<file path="src/rtl/core/unicode_to_utf16_transcoder_core_assert.svh">
// Assertion macros shared by the transcoder core files.
`ifndef UNICODE_TO_UTF16_TRANSCODER_CORE_ASSERT_SVH
`define UNICODE_TO_UTF16_TRANSCODER_CORE_ASSERT_SVH

// Same-cycle implication, disabled during reset.
`define U16T_ASSERT_IMP(lbl, clk, rstn, ante, cons) \
	lbl: assert property (@(posedge clk) disable iff (!(rstn)) (ante) |-> (cons)) \
		else $error("transcoder check failed");

// Next-cycle implication, disabled during reset.
`define U16T_ASSERT_NXT(lbl, clk, rstn, ante, cons) \
	lbl: assert property (@(posedge clk) disable iff (!(rstn)) (ante) |=> (cons)) \
		else $error("transcoder check failed");

`endif

</file>
<file path="src/rtl/core/u16t_pkg.sv">
package u16t_pkg;

	// source_encoding codes
	localparam logic [2:0] ENC_UTF8    = 3'd0;
	localparam logic [2:0] ENC_U16AUTO = 3'd1;
	localparam logic [2:0] ENC_U16BE   = 3'd2;
	localparam logic [2:0] ENC_U16LE   = 3'd3;
	localparam logic [2:0] ENC_U32AUTO = 3'd4;
	localparam logic [2:0] ENC_U32BE   = 3'd5;
	localparam logic [2:0] ENC_U32LE   = 3'd6;
	localparam logic [2:0] ENC_NONE    = 3'd7;  // unknown: bytes are swallowed

	localparam logic [31:0] BOM_POINT = 32'h0000_FEFF;

	// up to two UTF-16 units produced by one source byte
	typedef struct packed {
		logic [1:0]  cnt;
		logic [15:0] unit0;
		logic [15:0] unit1;
		logic        bad;
	} res_t;

endpackage

</file>
<file path="src/rtl/core/u16t_decode.sv">
`include "unicode_to_utf16_transcoder_core_assert.svh"

module u16t_decode (
	input  logic            clk,
	input  logic            arst_n,
	input  logic            fire,
	input  logic [7:0]      data_byte,
	input  logic            start_of_text,
	input  logic [2:0]      enc,
	output u16t_pkg::res_t  res
);
	import u16t_pkg::*;

	logic [23:0] held_q;
	logic [1:0]  hcnt_q;
	logic [30:0] acc_q;
	logic [2:0]  cont_q;
	logic        le_q;
	logic        await_q;

	logic [23:0] held_c, held_n;
	logic [1:0]  hcnt_c, hcnt_n;
	logic [30:0] acc_c, acc_n;
	logic [2:0]  cont_c, cont_n, cn;
	logic        le_c, le_n;
	logic        await_c, await_n;
	logic [5:0]  shamt;
	logic        size4, sub_auto, sub_le, le_use;
	logic [1:0]  lim;
	logic [31:0] word, swp, val;

	function automatic res_t point_res(input logic [31:0] cp);
		res_t r;
		r = '0;
		if (|cp[31:16]) begin
			r.cnt   = 2'd2;
			r.unit0 = {6'b110110, 10'(cp[19:10] - 10'd64)};
			r.unit1 = {6'b110111, cp[9:0]};
		end else begin
			r.cnt   = 2'd1;
			r.unit0 = cp[15:0];
		end
		return r;
	endfunction

	always_comb begin
		// new text drops any partial unit first
		held_c  = start_of_text ? 24'd0 : held_q;
		hcnt_c  = start_of_text ? 2'd0  : hcnt_q;
		acc_c   = start_of_text ? 31'd0 : acc_q;
		cont_c  = start_of_text ? 3'd0  : cont_q;
		le_c    = start_of_text ? 1'b0  : le_q;
		await_c = start_of_text ? 1'b1  : await_q;

		held_n  = held_c;
		hcnt_n  = hcnt_c;
		acc_n   = acc_c;
		cont_n  = cont_c;
		le_n    = le_c;
		await_n = await_c;
		res     = '0;

		cn       = cont_c - 3'd1;
		shamt    = 6'({cn, 2'b00}) + 6'({cn, 1'b0});
		size4    = enc[2];
		sub_auto = (enc == ENC_U16AUTO) || (enc == ENC_U32AUTO);
		sub_le   = (enc == ENC_U16LE) || (enc == ENC_U32LE);
		lim      = size4 ? 2'd3 : 2'd1;
		word     = size4 ? {held_c, data_byte} : {16'd0, held_c[7:0], data_byte};
		swp      = size4 ? {word[7:0], word[15:8], word[23:16], word[31:24]}
		                 : {16'd0, word[7:0], word[15:8]};
		le_use   = sub_le || (!sub_auto && 1'b0) || (sub_auto && le_c);
		val      = 32'd0;

		if (enc == ENC_UTF8) begin
			await_n = 1'b0;
			if (cont_c != 3'd0) begin
				cont_n = cn;
				acc_n  = acc_c | (31'({25'd0, data_byte[5:0]}) << shamt);
				if (cn == 3'd0)
					res = point_res({1'b0, acc_n});
			end else if (!data_byte[7]) begin
				res = point_res({24'd0, data_byte});
			end else if (data_byte[7:1] == 7'h7F) begin
				res.cnt = 2'd1;
				res.bad = 1'b1;
			end else begin
				priority casez (data_byte)
					8'b110?????: begin
						cont_n = 3'd1;
						acc_n  = {20'd0, data_byte[4:0], 6'd0};
					end
					8'b1110????: begin
						cont_n = 3'd2;
						acc_n  = {15'd0, data_byte[3:0], 12'd0};
					end
					8'b11110???: begin
						cont_n = 3'd3;
						acc_n  = {10'd0, data_byte[2:0], 18'd0};
					end
					8'b111110??: begin
						cont_n = 3'd4;
						acc_n  = {5'd0, data_byte[1:0], 24'd0};
					end
					8'b1111110?: begin
						cont_n = 3'd5;
						acc_n  = {data_byte[0], 30'd0};
					end
					default: begin
						// stray continuation byte in lead position
						res = point_res({26'd0, data_byte[5:0]});
					end
				endcase
			end
		end else if (enc != ENC_NONE) begin
			if (hcnt_c < lim) begin
				held_n = {held_c[15:0], data_byte};
				hcnt_n = hcnt_c + 2'd1;
			end else begin
				held_n = 24'd0;
				hcnt_n = 2'd0;
				if (await_c) begin
					await_n = 1'b0;
					if (sub_auto) begin
						le_use = (swp == BOM_POINT);
						le_n   = le_use;
					end
				end
				val = le_use ? swp : word;
				if (!(await_c && val == BOM_POINT)) begin
					if (size4) begin
						res = point_res(val);
					end else begin
						res.cnt   = 2'd1;
						res.unit0 = val[15:0];
					end
				end
			end
		end
	end

	always_ff @(posedge clk or negedge arst_n) begin
		if (!arst_n) begin
			held_q  <= '0;
			hcnt_q  <= '0;
			acc_q   <= '0;
			cont_q  <= '0;
			le_q    <= 1'b0;
			await_q <= 1'b1;
		end else if (fire) begin
			held_q  <= held_n;
			hcnt_q  <= hcnt_n;
			acc_q   <= acc_n;
			cont_q  <= cont_n;
			le_q    <= le_n;
			await_q <= await_n;
		end
	end

	`U16T_ASSERT_IMP(a_cont_range, clk, arst_n, 1'b1, cont_q <= 3'd5)

endmodule

</file>
<file path="src/rtl/core/u16t_out.sv">
`include "unicode_to_utf16_transcoder_core_assert.svh"

module u16t_out (
	input  logic            clk,
	input  logic            arst_n,
	input  logic            load,
	input  u16t_pkg::res_t  res,
	output logic            free,
	output logic            m_axis_tvalid,
	input  logic            m_axis_tready,
	output logic [15:0]     m_axis_tdata,
	output logic            m_axis_tlast,
	output logic            m_axis_tuser
);
	import u16t_pkg::*;

	logic [1:0]  n_q;
	logic [15:0] u0_q;
	logic [15:0] u1_q;
	logic        bad_q;

	// room for a new byte's units once the last pending beat leaves
	assign free          = (n_q == 2'd0) || (n_q == 2'd1 && m_axis_tready);
	assign m_axis_tvalid = (n_q != 2'd0);
	assign m_axis_tdata  = u0_q;
	assign m_axis_tlast  = (n_q == 2'd1);
	assign m_axis_tuser  = bad_q;

	always_ff @(posedge clk or negedge arst_n) begin
		if (!arst_n) begin
			n_q <= 2'd0;
		end else if (load) begin
			n_q <= res.cnt;
		end else if (m_axis_tvalid && m_axis_tready) begin
			n_q <= n_q - 2'd1;
		end
	end

	always_ff @(posedge clk) begin
		if (load) begin
			u0_q  <= res.unit0;
			u1_q  <= res.unit1;
			bad_q <= res.bad;
		end else if (m_axis_tvalid && m_axis_tready) begin
			u0_q <= u1_q;
		end
	end

	`U16T_ASSERT_IMP(a_bad_zero, clk, arst_n, m_axis_tvalid && m_axis_tuser,
		m_axis_tdata == 16'd0 && m_axis_tlast)
	`U16T_ASSERT_NXT(a_pair_tail, clk, arst_n,
		m_axis_tvalid && m_axis_tready && !m_axis_tlast,
		m_axis_tvalid && m_axis_tlast && !m_axis_tuser)

endmodule

</file>
<file path="src/rtl/core/unicode_to_utf16_transcoder_core.sv">
// Byte-serial transcoder from UTF-8, UTF-16 (auto/BE/LE) or UTF-32 (auto/BE/LE)
// text to UTF-16 code units. One source byte enters per beat and the core can
// take a new byte every cycle unless the output stalls; each byte yields zero,
// one or two output units. Output beats leave one per cycle while tready is
// high. A surrogate pair holds the next byte back until its second unit leaves;
// other bytes sustain one byte per cycle. Each beat passes the input register,
// then the result register. UTF-8 is not validated: stray continuation bytes
// give their low 6 bits, and lead bytes 0xFE/0xFF give a single beat with tuser
// set and data zero. A leading byte order mark is dropped in the UTF-16/UTF-32
// modes and picks byte order in the auto modes. Setting tuser on an input beat
// starts a new text and drops any partial unit. Encoding code 7 swallows bytes.
// Write cfg only while idle.
module unicode_to_utf16_transcoder_core (
	input  logic        clk,
	input  logic        arst_n,
	// configuration: source_encoding
	input  logic        cfg_wr_en,
	input  logic [2:0]  cfg_wr_data,
	// input stream
	input  logic        s_axis_tvalid,
	output logic        s_axis_tready,
	input  logic [7:0]  s_axis_tdata,   // [7:0] data_byte
	input  logic        s_axis_tuser,   // [0] start_of_text
	// output stream
	output logic        m_axis_tvalid,
	input  logic        m_axis_tready,
	output logic [15:0] m_axis_tdata,   // [15:0] code_unit
	output logic        m_axis_tlast,   // last_unit
	output logic        m_axis_tuser    // [0] bad_lead
);
	import u16t_pkg::*;

	logic [2:0] enc_q;

	// input register stage
	logic       s1_vld_q;
	logic [7:0] byte_s1;
	logic       sot_s1;

	logic       out_free;
	logic       process;
	res_t       res;

	// a byte is decoded when the result register can take its units
	assign process       = s1_vld_q && out_free;
	assign s_axis_tready = !s1_vld_q || process;

	always_ff @(posedge clk or negedge arst_n) begin
		if (!arst_n) begin
			enc_q <= ENC_UTF8;
		end else if (cfg_wr_en) begin
			enc_q <= cfg_wr_data;
		end
	end

	always_ff @(posedge clk or negedge arst_n) begin
		if (!arst_n) begin
			s1_vld_q <= 1'b0;
		end else if (s_axis_tvalid && s_axis_tready) begin
			s1_vld_q <= 1'b1;
		end else if (process) begin
			s1_vld_q <= 1'b0;
		end
	end

	always_ff @(posedge clk) begin
		if (s_axis_tvalid && s_axis_tready) begin
			byte_s1 <= s_axis_tdata;
			sot_s1  <= s_axis_tuser;
		end
	end

	// decode state and unit build
	u16t_decode u_decode (
		.clk           (clk),
		.arst_n        (arst_n),
		.fire          (process),
		.data_byte     (byte_s1),
		.start_of_text (sot_s1),
		.enc           (enc_q),
		.res           (res)
	);

	// result register, serializes surrogate pairs
	u16t_out u_out (
		.clk           (clk),
		.arst_n        (arst_n),
		.load          (process),
		.res           (res),
		.free          (out_free),
		.m_axis_tvalid (m_axis_tvalid),
		.m_axis_tready (m_axis_tready),
		.m_axis_tdata  (m_axis_tdata),
		.m_axis_tlast  (m_axis_tlast),
		.m_axis_tuser  (m_axis_tuser)
	);

	// a byte waiting on a full result register must hold
	`U16T_ASSERT_NXT(a_s1_hold, clk, arst_n, s1_vld_q && !s_axis_tready,
		s1_vld_q && $stable(byte_s1) && $stable(sot_s1))

endmodule

</file>
<file path="config.mk">
export PLATFORM = sky130hd
export DESIGN_NAME = unicode_to_utf16_transcoder_core
export DESIGN_NICKNAME = d
export VERILOG_FILES = /design/src/rtl/core/u16t_pkg.sv /design/src/rtl/core/u16t_decode.sv /design/src/rtl/core/u16t_out.sv /design/src/rtl/core/unicode_to_utf16_transcoder_core.sv
export VERILOG_INCLUDE_DIRS = /design/src /design/src/rtl/core
export SDC_FILE = /design/constraint.sdc
export NUM_CORES = 1
export LEC_CHECK = 0
export BUFFER_PORTS_ARGS = -buffer_cell sky130_fd_sc_hd__buf_2
export CAP_MARGIN = 20
export CORE_UTILIZATION = 50
export DETAILED_ROUTE_END_ITERATION = 6
export PLACE_DENSITY = 0.67
export RECOVER_POWER = 25
export SLEW_MARGIN = 20
export SYNTH_ARGS = -nofsm -noshare
export SYNTH_HDL_FRONTEND = slang
export SYNTH_SLANG_ARGS = --single-unit
</file>
<file path="constraint.sdc">
create_clock -name clk -period 14.64 [get_ports clk]
set_clock_uncertainty 0.15 [all_clocks]
set_input_delay 2.928 -clock clk [delete_from_list [all_inputs] [get_ports clk]]
set_output_delay 2.928 -clock clk [all_outputs]
set_load 0.02 [all_outputs]
</file>
# Word-level counts from Yosys, hierarchy flattened
# Index checks and enable logic that the tools add are counted.
# word_totals
regBits	110
input_bits	17
output_inout_bits	20
# op_classes
n_addsub	6
n_lt_le_gt_ge	1
eq_ne	14
shifts	1
muxes	62
bitwise_logic	1
n_reduce_logical	22
# ops
operator	count
$mux 35	7
$mux 31	5
$pmux 31 s5	1
$mux 32	4
$mux 24	4
$eq 32x16->1 const B	2
$mux 16	4
$mux 18	3
$mux 34	1
$or 31x31->31	1
$shl 6x6->31	1
$sub 10x7->10 const B	2
$mux 1	19
$mux 17	1
$reduce_or 16->1	1
$mux 3	5
$pmux 3 s5	1
$reduce_or 15->1	1
$eq 7x7->1 const B	2
$mux 2	7
$eq 3x3->1 const B	3
$add 5x4->6	1
$eq 6x6->1 const B	1
$logic_and 1x1->1	6
other kinds (17)	24

# Longest topological paths before layout
# Gate-level depths: netlist of run 1.
# depth
word_depth	18
depth_mapped	22

# Modules after synthesis
# From an unflattened synthesis of run 1, not the netlist that was laid out.
# unflattened
hier_cells	765
hier_area_um2	7055.5
# modules_own_cells
mod	n_inst	cells_per_inst	area_per_inst_um2	seq_area_each_um2
u16t_decode	1	676	5281.3	1552.7
u16t_out	1	69	1337.5	1041.0
unicode_to_utf16_transcoder_core	1	20	436.7	370.4

# Least setup slack after synthesis of run 1
# Ideal clock, no wire load.
# synth_timing
path_kind	input -> output
start	in m_axis_tready
end	out s_axis_tready
t_arrival_ns	3.241
t_required_ns	11.562
path_slack_ns	8.321
stages	2
path_buffers	0
cell_sequence	a21oi_1 nand2_1
# synth_between
elab_chain_len	4
# synth_rtl
element	line_no	source
from (decl)	unicode_to_utf16_transcoder_core.sv:26	input logic m_axis_tready,
$logic_and 1x1->1	u16t_out.sv:23	assign free = (n_q == 2'd0) || (n_q == 2'd1 && m_axis_tready);
$logic_or 1x1->1	u16t_out.sv:23	
$logic_and 1x1->1	unicode_to_utf16_transcoder_core.sv:45	assign process = s1_vld_q && out_free;
$logic_or 1x1->1	unicode_to_utf16_transcoder_core.sv:46	assign s_axis_tready = !s1_vld_q || process;
to (decl)	unicode_to_utf16_transcoder_core.sv:21	output logic s_axis_tready,
# No other way between the ends.

# Final worst setup path of run 1
# layout_timing
start	reg sot_s1
end	reg u_out.u0_q[6] (netlist: u_out.m_axis_tdata[6]), data pin
# layout_between
elab_chain_len	18
word_cells_on_any_way	40
classes_between	4 x add/sub; 1 x order compare; 2 x eq/ne; 1 x shift; 24 x mux; 1 x bitwise; 7 x reduce/logical
# layout_rtl
element	line_no	source
from (decl)	unicode_to_utf16_transcoder_core.sv:38	logic sot_s1;
from (signal assigned)	unicode_to_utf16_transcoder_core.sv:69	sot_s1 <= s_axis_tuser;
$mux 24	u16t_decode.sv:48	held_c = start_of_text ? 24'd0 : held_q;
$mux 32	u16t_decode.sv:69	word = size4 ? {held_c, data_byte} : {16'd0, held_c[7:0], data_byte};
$mux 32	u16t_decode.sv:70	swp = size4 ? {word[7:0], word[15:8], word[23:16], word[31:24]}
$eq 32x16->1	u16t_decode.sv:125	le_use = (swp == BOM_POINT);
$mux 1	u16t_decode.sv:124	if (sub_auto) begin
$mux 1	u16t_decode.sv:122	if (await_c) begin
$mux 1	u16t_decode.sv:116	if (hcnt_c < lim) begin
$mux 1	u16t_decode.sv:115	end else if (enc != ENC_NONE) begin
[... 2 more ...]	-	
$sub 10x7->10 / $reduce_or 16->1 (equally long branches)	u16t_decode.sv:37, u16t_decode.sv:35	
$mux 18	u16t_decode.sv:35	if (|cp[31:16]) begin
$mux 18	u16t_decode.sv:131	if (size4) begin
$mux 35	u16t_decode.sv:130	if (!(await_c && val == BOM_POINT)) begin
$mux 35	u16t_decode.sv:116	
$mux 35	u16t_decode.sv:115	
$mux 35 (*)	u16t_decode.sv:75	if (enc == ENC_UTF8) begin
$mux 16 (*)	u16t_out.sv:40	if (load) begin
to (signal assigned)	u16t_out.sv:41	u0_q <= res.unit0;
to (signal assigned)	u16t_out.sv:45	u0_q <= u1_q;
to (decl)	u16t_out.sv:18	logic [15:0] u0_q;
# Every way passes the cells marked *; elsewhere a longest branch is shown, timed or not. The select of a mux whose other input is x is not followed.
# A chain may end at the register's enable or synchronous reset.

==> results.sh, run 1 <==
export IMPL_synth_fp_nets=811
export IMPL_worst_path_max_fanout=40
export IMPL_synth_cell_types=79
export IMPL_dieArea_sq_um=14500
export IMPL_ant_nets=0
export IMPL_min_from="u_decode.acc_q[27]$_DFFE_PN0P_"
export IMPL_fp_dieW_um=120
export IMPL_num_vias=6638
export IMPL_h_tree_depth=3
export IMPL_final_hold_viol_count=0
export IMPL_post_cts_setup_buffers=0
export IMPL_drt_pass1_iter_count=7
export IMPL_leakage_uw=0.00294
export IMPL_vdd_drop_max_mv=0.0950
export IMPL_seq_area_sq_um=2810
export IMPL_place_gp_congestion=0.975
export IMPL_cts_buffer_depth=2
export IMPL_syn_avg_cell_area_sq_um=8.94
export IMPL_tritoncts="built"
export IMPL_core_sq_um=13500
export IMPL_layout_min_cycle_time_ns=7.54
export IMPL_min_path_type="reg2reg"
export IMPL_p_int_uw=784
export IMPL_synth_edff_count=37
export IMPL_row_count=42
export IMPL_viasPerCell=6.93
export IMPL_drc=1
export IMPL_clock_latency_ns=0.37
export IMPL_timing_rr_end="u_out.m_axis_tdata[6]$_DFFE_PP_"
export IMPL_slew_viol_final=110
export IMPL_p_sw_share_pct=48.5
export IMPL_wl_per_cell_um=23.5
export IMPL_start_util_pct=52.0
export IMPL_crit_path_cell_trace="clkbuf_1, inv_1, buf_4, nand2_1, ha_1, fa_1, nor4_1, a221oi_1, ha_1, inv_1, a2111o_1, nor4_2, and4b_1, mux2_1, a221oi_1, o22ai_1"
export IMPL_multi_input_area_sq_um=3820
export IMPL_timing_hold_ws_ns=0.344
export IMPL_min_delay_worst_endpoint="u_decode.acc_q[27]$_DFFE_PN0P_"
export IMPL_rsz0062_at_grt="false"
export IMPL_clockPowerShare_pct=15.8
export IMPL_numCtsBuffers=9
export IMPL_whs_path_depth=2
export IMPL_cts_root_buf="clkbuf_16"
export IMPL_final_common_cell="nand2_1"
export IMPL_ys_seq_elements=105
export IMPL_first_global_vias=6125
export IMPL_violations="design-rule violations, max-capacitance violations, max-slew violations"
export IMPL_combPwrFrac_pct=48.7
export IMPL_cp_start_kind="flip-flop"
export IMPL_clk_pin_slew_ns=0.07
export IMPL_ys_async_sr_fraction_pct=64.8
export IMPL_yosysSeqAreaShare_pct=40.2
export IMPL_worstMarginPinSlew_ns=3.84
export IMPL_p_seq_share_pct=35.5
export IMPL_finalCritPeriodShare_pct=51.5
export IMPL_cp_top_family="buffers and inverters"
export IMPL_track_usage_pct=32.1
export IMPL_ys_dominant_reg_cell="dfrtp_1"
export IMPL_r2r_cells=16
export IMPL_first_iter_violations=1034
export IMPL_die_y_um=120
export IMPL_clkSinkCount=105
export IMPL_cp_num_buf_inv=4
export IMPL_port_buffers=36
export IMPL_syn_inst=782
export IMPL_arrival_ns=7.47
export IMPL_hpwl_um=15700
export IMPL_max_stage_delay_ns=1.28
export IMPL_ff2ff_setup_slack_ns=7.10
export IMPL_power_density_nw_per_um2=204
export IMPL_ios=37
export IMPL_crit_path_end_kind="flip-flop"
export IMPL_cts_hold_buf=0
export IMPL_grt_max_degree=69
export IMPL_ys_top_cells_by_area="dfrtp_1 24%, edfxtp_1 16%, nand2_1 5.8%"
export IMPL_cp_required_ns=14.57
export IMPL_crit_type="reg2reg"
export IMPL_drive_gt1_share_pct=12.3
export IMPL_layout_common_cells="108 x nand2_1, 67 x dfrtp_1, 63 x o21ai_0, 49 x nor2_1, 37 x edfxtp_1"
export IMPL_syn_area_sq_um=6990
export IMPL_synth_top_cell_by_area="dfrtp_1"
export IMPL_nFillCells=1277
export IMPL_r2r_start="sot_s1$_DFFE_PP_"
export IMPL_p_switching_uw=738
export IMPL_timing_fmax_ghz=0.133
export IMPL_outcome="finished with violations"
export IMPL_slowest_stage="clkbuf_1"
export IMPL_tns_ns=0
export IMPL_synth_top_cell_area_share_pct=24.0
export IMPL_cts_resized=0
export IMPL_yosys_warnings=0
export IMPL_relSlewSlack_pct=-156
export IMPL_cap_violations=2
export IMPL_syn_to_final_growth_pct=6.76
export IMPL_setup_violations=0
export IMPL_fin_total_pwr_uw=1520
export IMPL_n_antenna_cell=0
export IMPL_routed_wl_um=22500
export IMPL_antenna_found_initial=0
export IMPL_gr_total_overflow=0
export IMPL_grt_pass1_wl_um=35400
export IMPL_finalNetCount=806
## how the worst max path moves through the flow
stage / cells after the start / slack (ns) / from / to
finish: 16 / 7.10 / sot_s1$_DFFE_PP_ / u_out.m_axis_tdata[6]$_DFFE_PP_
global route: 16 / 6.72 / sot_s1$_DFFE_PP_ / u_out.m_axis_tdata[6]$_DFFE_PP_
CTS: 4 / 8.09 / m_axis_tready / s_axis_tready
detailed placement: 4 / 8.09 / m_axis_tready / s_axis_tready
global placement: 4 / 8.13 / m_axis_tready / s_axis_tready
floorplan: 2 / 8.32 / m_axis_tready / s_axis_tready
## kinds of logic (layout without fill, tap and decap cells)
| group | Yosys count | in the layout | share of synthesized area [%] |
|---|---|---|---|
| AND/OR/NAND/NOR | 280 | 280 | 20.2 |
| AO/OA/AOI/OAI | 264 | 264 | 26.3 |
| flip-flops | 105 | 105 | 40.2 |
| buffers and inverters | 82 | 82 | 5.31 |
| multiplexers | 31 | 31 | 4.60 |
| adder cells (fa/ha/maj) | 12 | 12 | 2.25 |
| XOR/XNOR | 8 | 8 | 1.11 |
## routing by layer
layer | wire length [um] | GRT usage (%) | up-vias
met4 | 558 | 11.0 | 0
met5 | 0 | 0 | -
met3 | 1950 | 6.23 | 43
li1 | - | - | 2941
met1 | 9680 | 45.4 | 3270
met2 | 10300 | 49.1 | 384
## power by group through the flow
stage,combinational [uW],clock (uW),sequential (uW)
floorplan,545,0,501
global placement,716,0,537
detailed placement,724,0,539
CTS,726,245,534
global route,804,255,549
finish,741,241,540
## state kept, by name, summed over array words and instances (netlist names)
| name | flops |
|---|---|
| u_decode.le_q | 1 |
| byte_s1 | 8 |
| enc_q | 3 |
| u_out.n_q | 2 |
| u_decode.cont_q | 3 |
| u_decode.held_q | 24 |
| u_decode.acc_q | 31 |
| u_out.u1_q | 11 |
| u_decode.hcnt_q | 2 |
| u_out.m_axis_tuser | 1 |
| u_decode.await_q | 1 |
| u_out.m_axis_tdata | 16 |
| s1_vld_q | 1 |
| sot_s1 | 1 |
## worst register-to-register path, stage by stage, from the launching register on
cell,delay (ns)
edfxtp_1,0.78
clkbuf_1,1.28
inv_1,0.11
buf_4,0.31
nand2_1,0.14
ha_1,0.34
fa_1,0.93
nor4_1,0.18
a221oi_1,0.68
ha_1,0.25
inv_1,0.04
a2111o_1,0.30
nor4_2,0.29
and4b_1,0.68
mux2_1,0.40
a221oi_1,0.30
o22ai_1,0.11
## per-stage QoR
| stage | area [sq um] | instances | utilization [%] | setup slack, ns |
|---|---|---|---|---|
| 3_3_place_gp | 7180 | 942 | 53.4 | 8.13 |
| 4_1_cts | 7470 | 958 | 55.5 | 8.09 |
| 3_5_place_dp | 7180 | 942 | 53.4 | 8.09 |
| 2_1_floorplan | 6990 | 782 | - | 8.32 |
| 5_1_grt | 7470 | 958 | 55.5 | 6.72 |
| 6_report | 7470 | 958 | 55.5 | 7.10 |
## layout make-up
cell class              instances  area share, %
clock buffers                  10           3.20
clock inverters                 6          0.653
inverters                      20           1.01
multi-input cells             595           51.2
flip-flops and latches        105           37.7
well taps                     176           2.95
repair buffers                 46           3.30
## synthesized netlist by cell type (8+ instances only)
library cell / instances
a21oi_1: 33
a221oi_1: 10
a22o_1: 34
a22oi_1: 24
a31oi_1: 8
buf_2: 12
clkbuf_1: 36
dfrtp_1: 67
edfxtp_1: 37
ha_1: 11
inv_1: 19
mux2_2: 8
mux2i_1: 22
nand2_1: 108
nand2b_1: 10
nand3_1: 18
nor2_1: 49
nor2b_1: 11
nor3_1: 17
nor4_1: 11
o21ai_0: 63
o22ai_1: 29
o31ai_1: 8
Note: power is estimated with default switching activity, not from simulation.
==> inputs of run 2 (changes only) <==
--- a/config.mk
+++ b/config.mk
@@ -10,7 +10,7 @@
 export CAP_MARGIN = 20
 export CORE_UTILIZATION = 50
 export DETAILED_ROUTE_END_ITERATION = 6
-export PLACE_DENSITY = 0.67
+export PLACE_DENSITY = 0.7
 export RECOVER_POWER = 25
 export SLEW_MARGIN = 20
 export SYNTH_ARGS = -nofsm -noshare
==> constraint.sdc (replaced) <==
create_clock -name clk -period 6.8 [get_ports clk]
set_clock_uncertainty 0.15 [all_clocks]
set_input_delay 1.36 -clock clk [delete_from_list [all_inputs] [get_ports clk]]
set_output_delay 1.36 -clock clk [all_outputs]
set_load 0.02 [all_outputs]
==> run 2 against run 1 <==
Effect of this change:
- the run ends with max-capacitance violations, max-slew violations left
- sequential share of layout area down 0.33 points
- non-clock buffer count is 7 higher
- largest power group unchanged
- critical endpoint unchanged
- design area rose by 0.87%
==> results.sh, run 2 (synthesis results as in run 1) <==
export IMPL_outcome="finished with violations"
export IMPL_violations="max-capacitance violations, max-slew violations"
export IMPL_crit_path_end_kind="flip-flop"
export IMPL_cts_buffer_depth=2
export IMPL_clk_pin_slew_ns=0.08
export IMPL_drive_gt1_share_pct=13.1
export IMPL_core_sq_um=13500
export IMPL_row_count=42
export IMPL_dieArea_sq_um=14500
export IMPL_timing_fmax_ghz=0.167
export IMPL_max_stage_delay_ns=0.67
export IMPL_cp_num_buf_inv=1
export IMPL_track_usage_pct=33.1
export IMPL_arrival_ns=5.91
export IMPL_cp_required_ns=6.73
export IMPL_final_common_cell="nand2_1"
export IMPL_fp_dieW_um=120
export IMPL_r2r_start="u_decode.cont_q[0]$_DFFE_PN0P_"
export IMPL_crit_end="u_out.m_axis_tdata[6]$_DFFE_PP_"
export IMPL_timing_rr_end="u_out.m_axis_tdata[6]$_DFFE_PP_"
export IMPL_viasPerCell=6.88
export IMPL_routed_wl_um=22800
export IMPL_cp_startpoint="u_decode.cont_q[0]$_DFFE_PN0P_"
export IMPL_relSlewSlack_pct=-159
export IMPL_tns_ns=0
export IMPL_first_iter_violations=876
export IMPL_layout_min_cycle_time_ns=5.98
export IMPL_min_from="u_decode.acc_q[28]$_DFFE_PN0P_"
export IMPL_grt_max_degree=69
export IMPL_min_path_type="reg2reg"
export IMPL_finalNetCount=813
export IMPL_gr_total_overflow=0
export IMPL_drt_pass1_iter_count=7
export IMPL_leakage_uw=0.00298
export IMPL_cp_common_cell="ha_1"
export IMPL_r2r_cells=15
export IMPL_dp_cells=949
export IMPL_clock_latency_ns=0.37
export IMPL_ios=37
export IMPL_slew_viol_final=69
export IMPL_vdd_drop_max_mv=0.201
export IMPL_crit_cells=15
export IMPL_port_buffers=36
export IMPL_fin_area_sq_um=7530
export IMPL_drc=0
export IMPL_largest_register_ff_count=31
export IMPL_antenna_found_initial=0
export IMPL_use_met2_pct=49.4
export IMPL_dpl_cell_area_sq_um=7240
export IMPL_grt_pass1_wl_um=36100
export IMPL_cts_hold_buf=0
export IMPL_crit_type="reg2reg"
export IMPL_power_density_nw_per_um2=441
export IMPL_cap_violations=1
export IMPL_multi_input_area_sq_um=3820
export IMPL_cp_start_kind="flip-flop"
export IMPL_start_util_pct=52.0
export IMPL_setup_violations=0
export IMPL_h_tree_depth=3
export IMPL_met3_usage_pct=6.60
export IMPL_layout_common_cells="108 x nand2_1, 67 x dfrtp_1, 63 x o21ai_0, 49 x nor2_1, 37 x edfxtp_1"
export IMPL_wl_per_cell_um=23.7
export IMPL_met1_usage_pct=47.2
export IMPL_hpwl_um=15900
export IMPL_worstMarginPinSlew_ns=3.89
export IMPL_clkSinkCount=105
export IMPL_busiest_layer="met2"
export IMPL_seq_area_sq_um=2810
export IMPL_ff2ff_setup_slack_ns=0.82
export IMPL_cts_resized=0
export IMPL_finalWorstSetupSlack_ns=0.819
export IMPL_finalCritPeriodShare_pct=87.9
export IMPL_post_place_ws_ns=0.906
export IMPL_stdcell_count=965
export IMPL_first_global_vias=6226
export IMPL_n_antenna_cell=0
export IMPL_crit_path_cell_trace="nand2b_1, ha_1, ha_1, fa_1, xor2_1, nor4_1, a222oi_1, ha_1, inv_1, a2111o_1, nor4_2, and4b_1, mux2_1, a221oi_1, o22ai_1"
export IMPL_worst_path_max_fanout=15
export IMPL_nFillCells=1256
export IMPL_numCtsBuffers=9
export IMPL_slowest_stage="dfrtp_1"
export IMPL_place_gp_congestion=0.937
export IMPL_postLayoutCoreUtil_pct=56.0
export IMPL_syn_to_final_growth_pct=7.69
export IMPL_final_hold_viol_count=0
export IMPL_tritoncts="built"
export IMPL_cp_top_family="adder cells"
export IMPL_regMostFlops="u_decode.acc_q"
export IMPL_cts_root_buf="clkbuf_16"
export IMPL_rsz0062_at_grt="false"
export IMPL_post_cts_setup_buffers=0
export IMPL_num_vias=6636
export IMPL_ant_nets=0
export IMPL_die_y_um=120
[run 2: how the worst min path moves through the flow]
stage	to	cells past startpoint
after floorplan	u_decode.acc_q[16]$_DFFE_PN0P_	2
after global routing	u_decode.acc_q[7]$_DFFE_PN0P_	1
after CTS	u_decode.acc_q[1]$_DFFE_PN0P_	2
after global placement	u_decode.acc_q[1]$_DFFE_PN0P_	2
after detailed placement	u_decode.acc_q[1]$_DFFE_PN0P_	2
final	u_decode.acc_q[28]$_DFFE_PN0P_	2
[run 2: through the flow]
step	power, uW	hold WS, ns
final	3320	0.347
after global routing	3520	0.370
after CTS	3290	0.348
after detailed placement	2750	0.329
after global placement	2710	0.317
after floorplan	2250	0.292
[run 2: layer usage]
metal	wire [um]	part of all wire [%]
met1	9860	43
met2	10100	44
met3	2210	9.7
met4	680	3.0
met5	0	0
[run 2: cell type report]
cell class	count	share of cell area, %
repair buffers	53	4.02
multi-input cells	595	50.7
well taps	176	2.92
clock inverters	5	0.631
flip-flops and latches	105	37.4
clock buffers	11	3.36
inverters	20	0.997
[run 2: where the power goes]
| group | total [uW] | switching, uW | leakage [uW] | internal (uW) |
|---|---|---|---|---|
| Sequential | 1120 | 226 | 0.00128 | 893 |
| Clock | 531 | 256 | 0.000149 | 275 |
| Combinational | 1670 | 1120 | 0.00156 | 546 |
| Total | 3320 | 1610 | 0.00298 | 1710 |
[run 2: worst min-delay path, delay by kind of cell (launching register included)]
family / cells / cell delay (ns)
and+or+nand+nor: 1 / 0.07
AOI/OAI and AO/OA: 1 / 0.04
DFF: 1 / 0.35
